<file path="config.mk">
export PLATFORM = sky130hd
export DESIGN_NAME = imu_offset_calibration_correction
export DESIGN_NICKNAME = d
export VERILOG_FILES = /design/src/hw/rtl/imuoc_pkg.sv /design/src/hw/rtl/imu_offset_calibration_correction.sv
export SDC_FILE = /design/constraint.sdc
export NUM_CORES = 2
export LEC_CHECK = 0
export BUFFER_PORTS_ARGS = -buffer_cell sky130_fd_sc_hd__buf_4
export CORE_UTILIZATION = 25
export CTS_CLUSTER_DIAMETER = 200
export DETAILED_ROUTE_END_ITERATION = 8
export GPL_ROUTABILITY_DRIVEN = 0
export GPL_TIMING_DRIVEN = 0
export PLACE_DENSITY = 0.48
export SLEW_MARGIN = 20
export SYNTH_ARGS = -nofsm -noshare
export SYNTH_HDL_FRONTEND = slang
export SYNTH_SLANG_ARGS = --single-unit
</file>
<file path="constraint.sdc">
create_clock -name clock -period 18.18 [get_ports clock]
set_input_delay 2.727 -clock clock [delete_from_list [all_inputs] [get_ports clock]]
set_output_delay 2.727 -clock clock [all_outputs]
set_load 0.005 [all_outputs]
</file>
<file path="src/hw/rtl/imuoc_pkg.sv">
// ----------------------------------------------------------------------------
// imuoc_pkg
// Shared constants for the IMU offset calibration and correction block.
// ----------------------------------------------------------------------------
package imuoc_pkg;

   localparam int CAL_SAMPLES_LOG2 = 7;
   localparam int SAMPLE_W         = 16;
   localparam int SUM_W            = SAMPLE_W + CAL_SAMPLES_LOG2;
   localparam int CNT_W            = CAL_SAMPLES_LOG2;
   localparam int MAG_SHIFT        = 5;
   localparam int PROD_W           = 2 * SAMPLE_W + 1;
   localparam int KIND_W           = 2;
   localparam int CSR_INDEX_W      = 3;
   localparam int TDATA_W          = 3 * SAMPLE_W;
   localparam int TUSER_W          = KIND_W + 1;

   localparam logic signed [SAMPLE_W-1:0] ONE_G          = 16'sd4096;
   localparam logic signed [SAMPLE_W-1:0] MAG_SCALE_UNITY = 16'sd32;

   localparam logic [KIND_W-1:0] KIND_ACCEL = 2'd0;
   localparam logic [KIND_W-1:0] KIND_GYRO  = 2'd1;
   localparam logic [KIND_W-1:0] KIND_MAG   = 2'd2;

   localparam logic [CSR_INDEX_W-1:0] REG_MAG_OFFSET_X = 3'd0;
   localparam logic [CSR_INDEX_W-1:0] REG_MAG_OFFSET_Y = 3'd1;
   localparam logic [CSR_INDEX_W-1:0] REG_MAG_OFFSET_Z = 3'd2;
   localparam logic [CSR_INDEX_W-1:0] REG_MAG_SCALE_X  = 3'd3;
   localparam logic [CSR_INDEX_W-1:0] REG_MAG_SCALE_Y  = 3'd4;
   localparam logic [CSR_INDEX_W-1:0] REG_MAG_SCALE_Z  = 3'd5;

endpackage

</file>
<file path="src/hw/rtl/imu_offset_calibration_correction.sv">
// ----------------------------------------------------------------------------
// imu_offset_calibration_correction
// Bias averaging and offset correction for 3-axis accel and gyro samples; offset and scale correction for mag.
// ----------------------------------------------------------------------------
// Usage:
//   req_*  : one raw sample per transfer. tuser = {calibrate, kind}, tdata =
//            {z, y, x}. Accel/gyro samples with calibrate set are summed; every
//            128th such sample of a sensor loads new offsets and returns them.
//   rsp_*  : tuser = {calibration_done, sensor}, tdata = {z, y, x}: either a
//            corrected sample or the new offsets. Accumulating samples and
//            kind 3 return nothing.
//   csr_*  : magnetometer offset and scale registers, written while idle.
// A req transfer passes through an input register, then one pass of adders and
// one 17x16 multiplier per axis into the result register, which drives
// rsp_tvalid. Throughput is one sample per cycle while rsp_tready is high.
// Reset clears sums, counts and accel/gyro offsets, sets mag offsets to 0 and
// mag scales to unity (32). When rsp_tready is held low the result register
// and input register fill, then req_tready drops until the result leaves.
// ----------------------------------------------------------------------------
module imu_offset_calibration_correction (
   input  logic                                  clock,
   input  logic                                  reset,
   input  logic                                  req_tvalid,
   output logic                                  req_tready,
   input  logic [imuoc_pkg::TDATA_W-1:0]         req_tdata,  // sample_x, sample_y, sample_z
   input  logic [imuoc_pkg::TUSER_W-1:0]         req_tuser,  // kind[1:0], calibrate
   output logic                                  rsp_tvalid,
   input  logic                                  rsp_tready,
   output logic [imuoc_pkg::TDATA_W-1:0]         rsp_tdata,  // out_x, out_y, out_z
   output logic [imuoc_pkg::TUSER_W-1:0]         rsp_tuser,  // sensor[1:0], calibration_done
   input  logic                                  csr_valid,
   output logic                                  csr_ready,
   input  logic [imuoc_pkg::CSR_INDEX_W-1:0]     csr_index,
   input  logic [imuoc_pkg::SAMPLE_W-1:0]        csr_data
);
   import imuoc_pkg::*;

   // input stage
   logic                       in_valid_ff;
   logic [KIND_W-1:0]          in_kind_ff;
   logic                       in_cal_ff;
   logic signed [SAMPLE_W-1:0] in_s_ff [3];

   // calibration state
   logic signed [SUM_W-1:0]    accel_sum_ff [3];
   logic signed [SUM_W-1:0]    gyro_sum_ff  [3];
   logic [CNT_W-1:0]           accel_cnt_ff;
   logic [CNT_W-1:0]           gyro_cnt_ff;
   logic signed [SAMPLE_W-1:0] accel_off_ff [3];
   logic signed [SAMPLE_W-1:0] gyro_off_ff  [3];
   logic signed [SAMPLE_W-1:0] mag_off_ff   [3];
   logic signed [SAMPLE_W-1:0] mag_scale_ff [3];

   // result stage
   logic                       rsp_valid_ff;
   logic [KIND_W-1:0]          rsp_kind_ff;
   logic                       rsp_done_ff;
   logic signed [SAMPLE_W-1:0] rsp_out_ff [3];

   logic                       out_free;
   logic                       advance;
   logic                       is_accel;
   logic                       is_imu;
   logic                       cnt_full;
   logic                       cal_step;
   logic                       produce_in;
   logic                       done_in;
   logic [CNT_W-1:0]           cnt_sel;
   logic signed [SUM_W-1:0]    sum_sel  [3];
   logic signed [SUM_W-1:0]    sum_add  [3];
   logic signed [SAMPLE_W-1:0] off_sel  [3];
   logic signed [SAMPLE_W-1:0] new_off  [3];
   logic signed [SAMPLE_W-1:0] corr     [3];
   logic signed [SAMPLE_W-1:0] mag_s    [3];
   logic signed [SAMPLE_W:0]   mag_diff [3];
   logic signed [PROD_W-1:0]   mag_prod [3];
   logic signed [SAMPLE_W-1:0] out_in   [3];

   assign out_free   = !rsp_valid_ff || rsp_tready;
   assign advance    = in_valid_ff && out_free;
   assign req_tready = !in_valid_ff || out_free;
   assign csr_ready  = 1'b1;

   assign rsp_tvalid = rsp_valid_ff;
   assign rsp_tuser  = {rsp_done_ff, rsp_kind_ff};
   assign rsp_tdata  = {rsp_out_ff[2], rsp_out_ff[1], rsp_out_ff[0]};

   always_comb begin
      is_accel = (in_kind_ff == KIND_ACCEL);
      is_imu   = is_accel || (in_kind_ff == KIND_GYRO);
      cnt_sel  = is_accel ? accel_cnt_ff : gyro_cnt_ff;
      cnt_full = &cnt_sel;
      cal_step = advance && is_imu && in_cal_ff;
      mag_s[0] = in_s_ff[0];
      mag_s[1] = in_s_ff[1];
      mag_s[2] = -in_s_ff[2];
      for (int i = 0; i < 3; i++) begin
         sum_sel[i]  = is_accel ? accel_sum_ff[i] : gyro_sum_ff[i];
         off_sel[i]  = is_accel ? accel_off_ff[i] : gyro_off_ff[i];
         sum_add[i]  = sum_sel[i] + {{CAL_SAMPLES_LOG2{in_s_ff[i][SAMPLE_W-1]}}, in_s_ff[i]};
         new_off[i]  = sum_add[i][SUM_W-1:CAL_SAMPLES_LOG2];
         corr[i]     = in_s_ff[i] - off_sel[i];
         mag_diff[i] = {mag_s[i][SAMPLE_W-1], mag_s[i]}
                     - {mag_off_ff[i][SAMPLE_W-1], mag_off_ff[i]};
         mag_prod[i] = mag_diff[i] * mag_scale_ff[i];
      end
      if (is_accel) begin
         new_off[2] = new_off[2] - ONE_G;
      end
      done_in    = 1'b0;
      produce_in = 1'b0;
      for (int i = 0; i < 3; i++) begin
         out_in[i] = corr[i];
      end
      case (in_kind_ff)
         KIND_ACCEL, KIND_GYRO: begin
            if (in_cal_ff) begin
               produce_in = cnt_full;
               done_in    = 1'b1;
               for (int i = 0; i < 3; i++) begin
                  out_in[i] = new_off[i];
               end
            end else begin
               produce_in = 1'b1;
            end
         end
         KIND_MAG: begin
            produce_in = 1'b1;
            for (int i = 0; i < 3; i++) begin
               out_in[i] = mag_prod[i][MAG_SHIFT+SAMPLE_W-1:MAG_SHIFT];
            end
         end
         default: begin
            produce_in = 1'b0;
         end
      endcase
   end

   always_ff @(posedge clock) begin
      if (reset) begin
         in_valid_ff  <= 1'b0;
         rsp_valid_ff <= 1'b0;
         accel_cnt_ff <= '0;
         gyro_cnt_ff  <= '0;
         for (int i = 0; i < 3; i++) begin
            accel_sum_ff[i] <= '0;
            gyro_sum_ff[i]  <= '0;
            accel_off_ff[i] <= '0;
            gyro_off_ff[i]  <= '0;
            mag_off_ff[i]   <= '0;
            mag_scale_ff[i] <= MAG_SCALE_UNITY;
         end
      end else begin
         if (req_tready) begin
            in_valid_ff <= req_tvalid;
         end
         if (out_free) begin
            rsp_valid_ff <= advance && produce_in;
         end
         if (cal_step) begin
            if (is_accel) begin
               accel_cnt_ff <= cnt_sel + 1'b1;
            end else begin
               gyro_cnt_ff <= cnt_sel + 1'b1;
            end
            for (int i = 0; i < 3; i++) begin
               if (is_accel) begin
                  accel_sum_ff[i] <= cnt_full ? '0 : sum_add[i];
                  if (cnt_full) begin
                     accel_off_ff[i] <= new_off[i];
                  end
               end else begin
                  gyro_sum_ff[i] <= cnt_full ? '0 : sum_add[i];
                  if (cnt_full) begin
                     gyro_off_ff[i] <= new_off[i];
                  end
               end
            end
         end
         if (csr_valid) begin
            unique case (csr_index)
               REG_MAG_OFFSET_X: mag_off_ff[0]   <= csr_data;
               REG_MAG_OFFSET_Y: mag_off_ff[1]   <= csr_data;
               REG_MAG_OFFSET_Z: mag_off_ff[2]   <= csr_data;
               REG_MAG_SCALE_X:  mag_scale_ff[0] <= csr_data;
               REG_MAG_SCALE_Y:  mag_scale_ff[1] <= csr_data;
               REG_MAG_SCALE_Z:  mag_scale_ff[2] <= csr_data;
               default: ;
            endcase
         end
      end
   end

   always_ff @(posedge clock) begin
      if (req_tready && req_tvalid) begin
         in_kind_ff <= req_tuser[KIND_W-1:0];
         in_cal_ff  <= req_tuser[KIND_W];
         for (int i = 0; i < 3; i++) begin
            in_s_ff[i] <= req_tdata[i*SAMPLE_W +: SAMPLE_W];
         end
      end
      if (advance) begin
         rsp_kind_ff <= in_kind_ff;
         rsp_done_ff <= done_in;
         for (int i = 0; i < 3; i++) begin
            rsp_out_ff[i] <= out_in[i];
         end
      end
   end

   // completing an accel set returns offsets and restarts the count
   a_accel_done: assert property (@(posedge clock) disable iff (reset)
      (advance && in_kind_ff == KIND_ACCEL && in_cal_ff && cnt_full)
      |=> (rsp_tvalid && rsp_tuser[KIND_W] && accel_cnt_ff == '0))
      else $error("accel calibration set did not complete");

   // accumulating samples produce no transfer
   a_accum_silent: assert property (@(posedge clock) disable iff (reset)
      (advance && is_imu && in_cal_ff && !cnt_full) |=> !rsp_tvalid)
      else $error("accumulating sample produced a result");

   // magnetometer samples leave the accel and gyro state alone
   a_mag_state: assert property (@(posedge clock) disable iff (reset)
      (advance && in_kind_ff == KIND_MAG)
      |=> ($stable(accel_cnt_ff) && $stable(gyro_cnt_ff)
           && $stable(accel_sum_ff[0]) && $stable(gyro_sum_ff[0])))
      else $error("magnetometer sample changed calibration state");

   // a stalled result is never overwritten by a new one
   a_no_overrun: assert property (@(posedge clock) disable iff (reset)
      (rsp_valid_ff && !rsp_tready) |-> !advance)
      else $error("result register overwritten while stalled");

endmodule
</file>
==> results.sh <==
export IMPL_grtUsageTotal_pct=15.64
export IMPL_grt_pass1_vias=31440
export IMPL_critPathKind="register to register"
export IMPL_crit_path_start_kind="register"
export IMPL_layout_area_seq_sq_um=13290
export IMPL_drc=0
export IMPL_firstDrtPassIters=5
export IMPL_grt_first_pass_wirelength_um=202300
export IMPL_post_drt_via_cell_ratio=4.455
export IMPL_drv_slew=0
export IMPL_port_buffers=127
export IMPL_yosysWarnings=0
export IMPL_clockRootBuffer="clkbuf_16"
export IMPL_design_core_area_sq_um=170000
export IMPL_overflow=0
export IMPL_drive_gt1_share_pct=5.903
export IMPL_seq_area_frac_synth_pct=30.95
export IMPL_rr_worst_depth=34
export IMPL_clock_latency_ns=0.64
export IMPL_syn_area_sq_um=42950
export IMPL_clk_pin_slew_ns=0.06
export IMPL_cts_made_buffers=49
export IMPL_syn_to_final_growth_pct=13.56
export IMPL_rsz0062_at_grt="no"
export IMPL_io_pins=129
export IMPL_grt_antenna_before_repair=2
export IMPL_final_util_pct=28.68
export IMPL_ctsResizeCount=0
export IMPL_first_iter_violations=1851
export IMPL_worst_slack_ns=7.186
export IMPL_final_cell_area_sq_um=48770
export IMPL_synth_edf_count=432
export IMPL_drtAntennaViolNets=0
export IMPL_drt_total_wl_um=135700
export IMPL_hpwl_um=110900
export IMPL_synth_ff_type="edfxtp_1"
export IMPL_max_cap_violations=0
export IMPL_slew_limit_headroom_pct=20.75
export IMPL_nets=5429
export IMPL_syn_area_per_cell_sq_um=9.891
export IMPL_worst_pin_slew_ns=1.185
export IMPL_skew_ns=0.03335
export IMPL_ys_async_sr_fraction_pct=0
export IMPL_end_kind="register"
export IMPL_status="completed"
export IMPL_grt_max_degree=44
export IMPL_post_cts_buffers=0
export IMPL_ys_ff_latch=448
export IMPL_post_place_ws_ns=7.261
export IMPL_multi_input_area_sq_um=26660
export IMPL_dieArea_sq_um=173500
export IMPL_critPathRequiredTime_ns=18.47
export IMPL_worstHoldPathType="register to register"
export IMPL_hold_viol_final=0
export IMPL_rows=151
export IMPL_crit_slowest_cell="xnor2_1"
export IMPL_max_freq_mhz=90.96
export IMPL_die_width_um=416.5
export IMPL_nFillCells=17900
export IMPL_ys_types=80
export IMPL_setup_viol=0
export IMPL_cp_max_fo=10
export IMPL_placed_cell_area_sq_um=47090
export IMPL_clock_path_buffers=3
export IMPL_period_needed_ns=10.99
export IMPL_cts_sinks=448
export IMPL_synthCells=4342
export IMPL_dieHeight_um=416.5
export IMPL_period_share_pct=60.47
export IMPL_wl_per_cell_um=19.98
export IMPL_start_util_pct=25.26
export IMPL_crit_top_cell="fa_1"
export IMPL_holdBufCountCts=0
export IMPL_tritoncts="built"
export IMPL_whs_path_depth=0
export IMPL_htreeDepth=2
export IMPL_arrival_ns=11.28
export IMPL_syn_nets=5236
export IMPL_cp_slowest_stage_delay_ns=0.69
export IMPL_via_count=30260
export IMPL_fin_setup_tns_ns=0
[cell usage after synthesis, types with 15 or more instances]
library cell	instances	area, sq um
inv_1	685	2571
nand2_1	589	2211
fa_1	456	9129
edfxtp_1	432	12970
ha_1	363	4542
nor2_1	334	1254
and2_1	275	1720
xnor2_1	163	1428
a21oi_1	125	625.6
clkbuf_1	123	461.7
o21ai_0	107	535.5
xor2_1	98	858.3
nor2b_1	78	488.0
mux2i_1	55	550.5
nand2b_1	49	306.5
a21o_1	46	345.3
nor3_1	32	160.2
o21a_1	28	210.2
o21bai_1	26	195.2
a22oi_1	23	172.7
nand3_1	22	110.1
a31oi_1	18	112.6
dfxtp_1	16	320.3
o221ai_1	16	140.1
or3_1	15	93.84
[state kept, by name (all words and copies together), names as in the netlist]
name,cells
mag_off_ff,48
accel_off_ff,48
in_s_ff,48
gyro_sum_ff,69
mag_scale_ff,48
rsp_tvalid,1
accel_cnt_ff,7
in_cal_ff,1
rsp_out_ff,48
in_valid_ff,1
accel_sum_ff,69
gyro_cnt_ff,7
in_kind_ff,2
gyro_off_ff,48
rsp_kind_ff,2
rsp_done_ff,1
[critical path, delay by kind of cell (launching register included)]
family	cells	cell delay, ns
flip-flops	1	0.57
XOR/XNOR	2	1.20
adder cells (fa/ha/maj)	9	3.88
AND/OR/NAND/NOR	7	1.28
buffers and inverters	6	1.11
AO/OA/AOI/OAI	10	2.61
[per-stage QoR]
| step | cells | hold WS, ns |
|---|---|---|
| global route | 6793 | 0.4570 |
| finish | 6794 | 0.4465 |
| detailed placement | 6702 | 0.4444 |
| CTS | 6792 | 0.4519 |
| global placement | 6687 | 0.4330 |
| floorplan | 4342 | 0.4244 |
[layout make-up]
class / count / share of cell area, %
clock buffer: 63 / 2.686
tap: 2218 / 5.690
timing repair buffer: 142 / 2.576
buffer: 140 / 1.108
inverter: 685 / 5.272
sequential: 448 / 27.25
multi-input combinational: 3069 / 54.66
antenna: 2 / 0.01026
clock inverter: 27 / 0.7440
[worst paths after layout]
| check | from | to | slack (ns) |
|---|---|---|---|
| max | in_s_ff[0][33] | rsp_out_ff[0][47] | 7.19 |
| min | in_kind_ff[0] | rsp_kind_ff[0] | 0.45 |
| max reg2reg | in_s_ff[0][33] | rsp_out_ff[0][47] | 7.19 |
| min reg2reg | in_kind_ff[0] | rsp_kind_ff[0] | 0.45 |
[cell usage in the layout, fill, tap and decap left out, types with 8 or more instances in the layout]
cell       Yosys  final
o21a_1        28     28
nand2b_1      49     49
inv_1        685    685
bufinv_16      0      8
and2_1       275    274
fa_1         456    456
o221ai_1      16     16
a22oi_1       23     23
o211ai_1       8      8
or3_1         15     15
ha_1         363    363
a31oi_1       18     18
o21bai_1      26     26
clkbuf_16      0     50
or2_2         10     10
xor2_1        98     98
nor2_1       334    332
nor3_1        32     32
xnor2_1      163    162
buf_4          2    129
a211oi_1      12     12
a21oi_1      125    125
mux2i_1       55     55
nand3_1       22     22
nand2_1      589    587
nor2b_1       78     78
dfxtp_1       16     16
edfxtp_1     432    432
a21o_1        46     46
o21ai_0      107    102
clkbuf_1     123    133
buf_1         12     11
[per-layer routing]
| metal | GRT usage, % | vias up | part of all wire [%] |
|---|---|---|---|
| met5 | 0 | - | 0 |
| met4 | 5.920 | 0 | 4.2 |
| met3 | 1.395 | 158 | 3.4 |
| met2 | 27.87 | 576 | 50 |
| met1 | 19.47 | 15180 | 42 |
| li1 | - | 14350 | - |
[logic make-up after synthesis]
| kind of cell | synth area share (%) |
|---|---|
| AND/OR/NAND/NOR | 15.72 |
| adder cells (fa/ha/maj) | 31.83 |
| buffers and inverters | 7.237 |
| flip-flops | 30.95 |
| other | 0.008732 |
| XOR/XNOR | 5.865 |
| multiplexers | 1.282 |
| AO/OA/AOI/OAI | 7.103 |
Power is left out: the tool's default activity adds up to more than one toggle a clock period on the data nets, which glitch-free logic cannot reach.
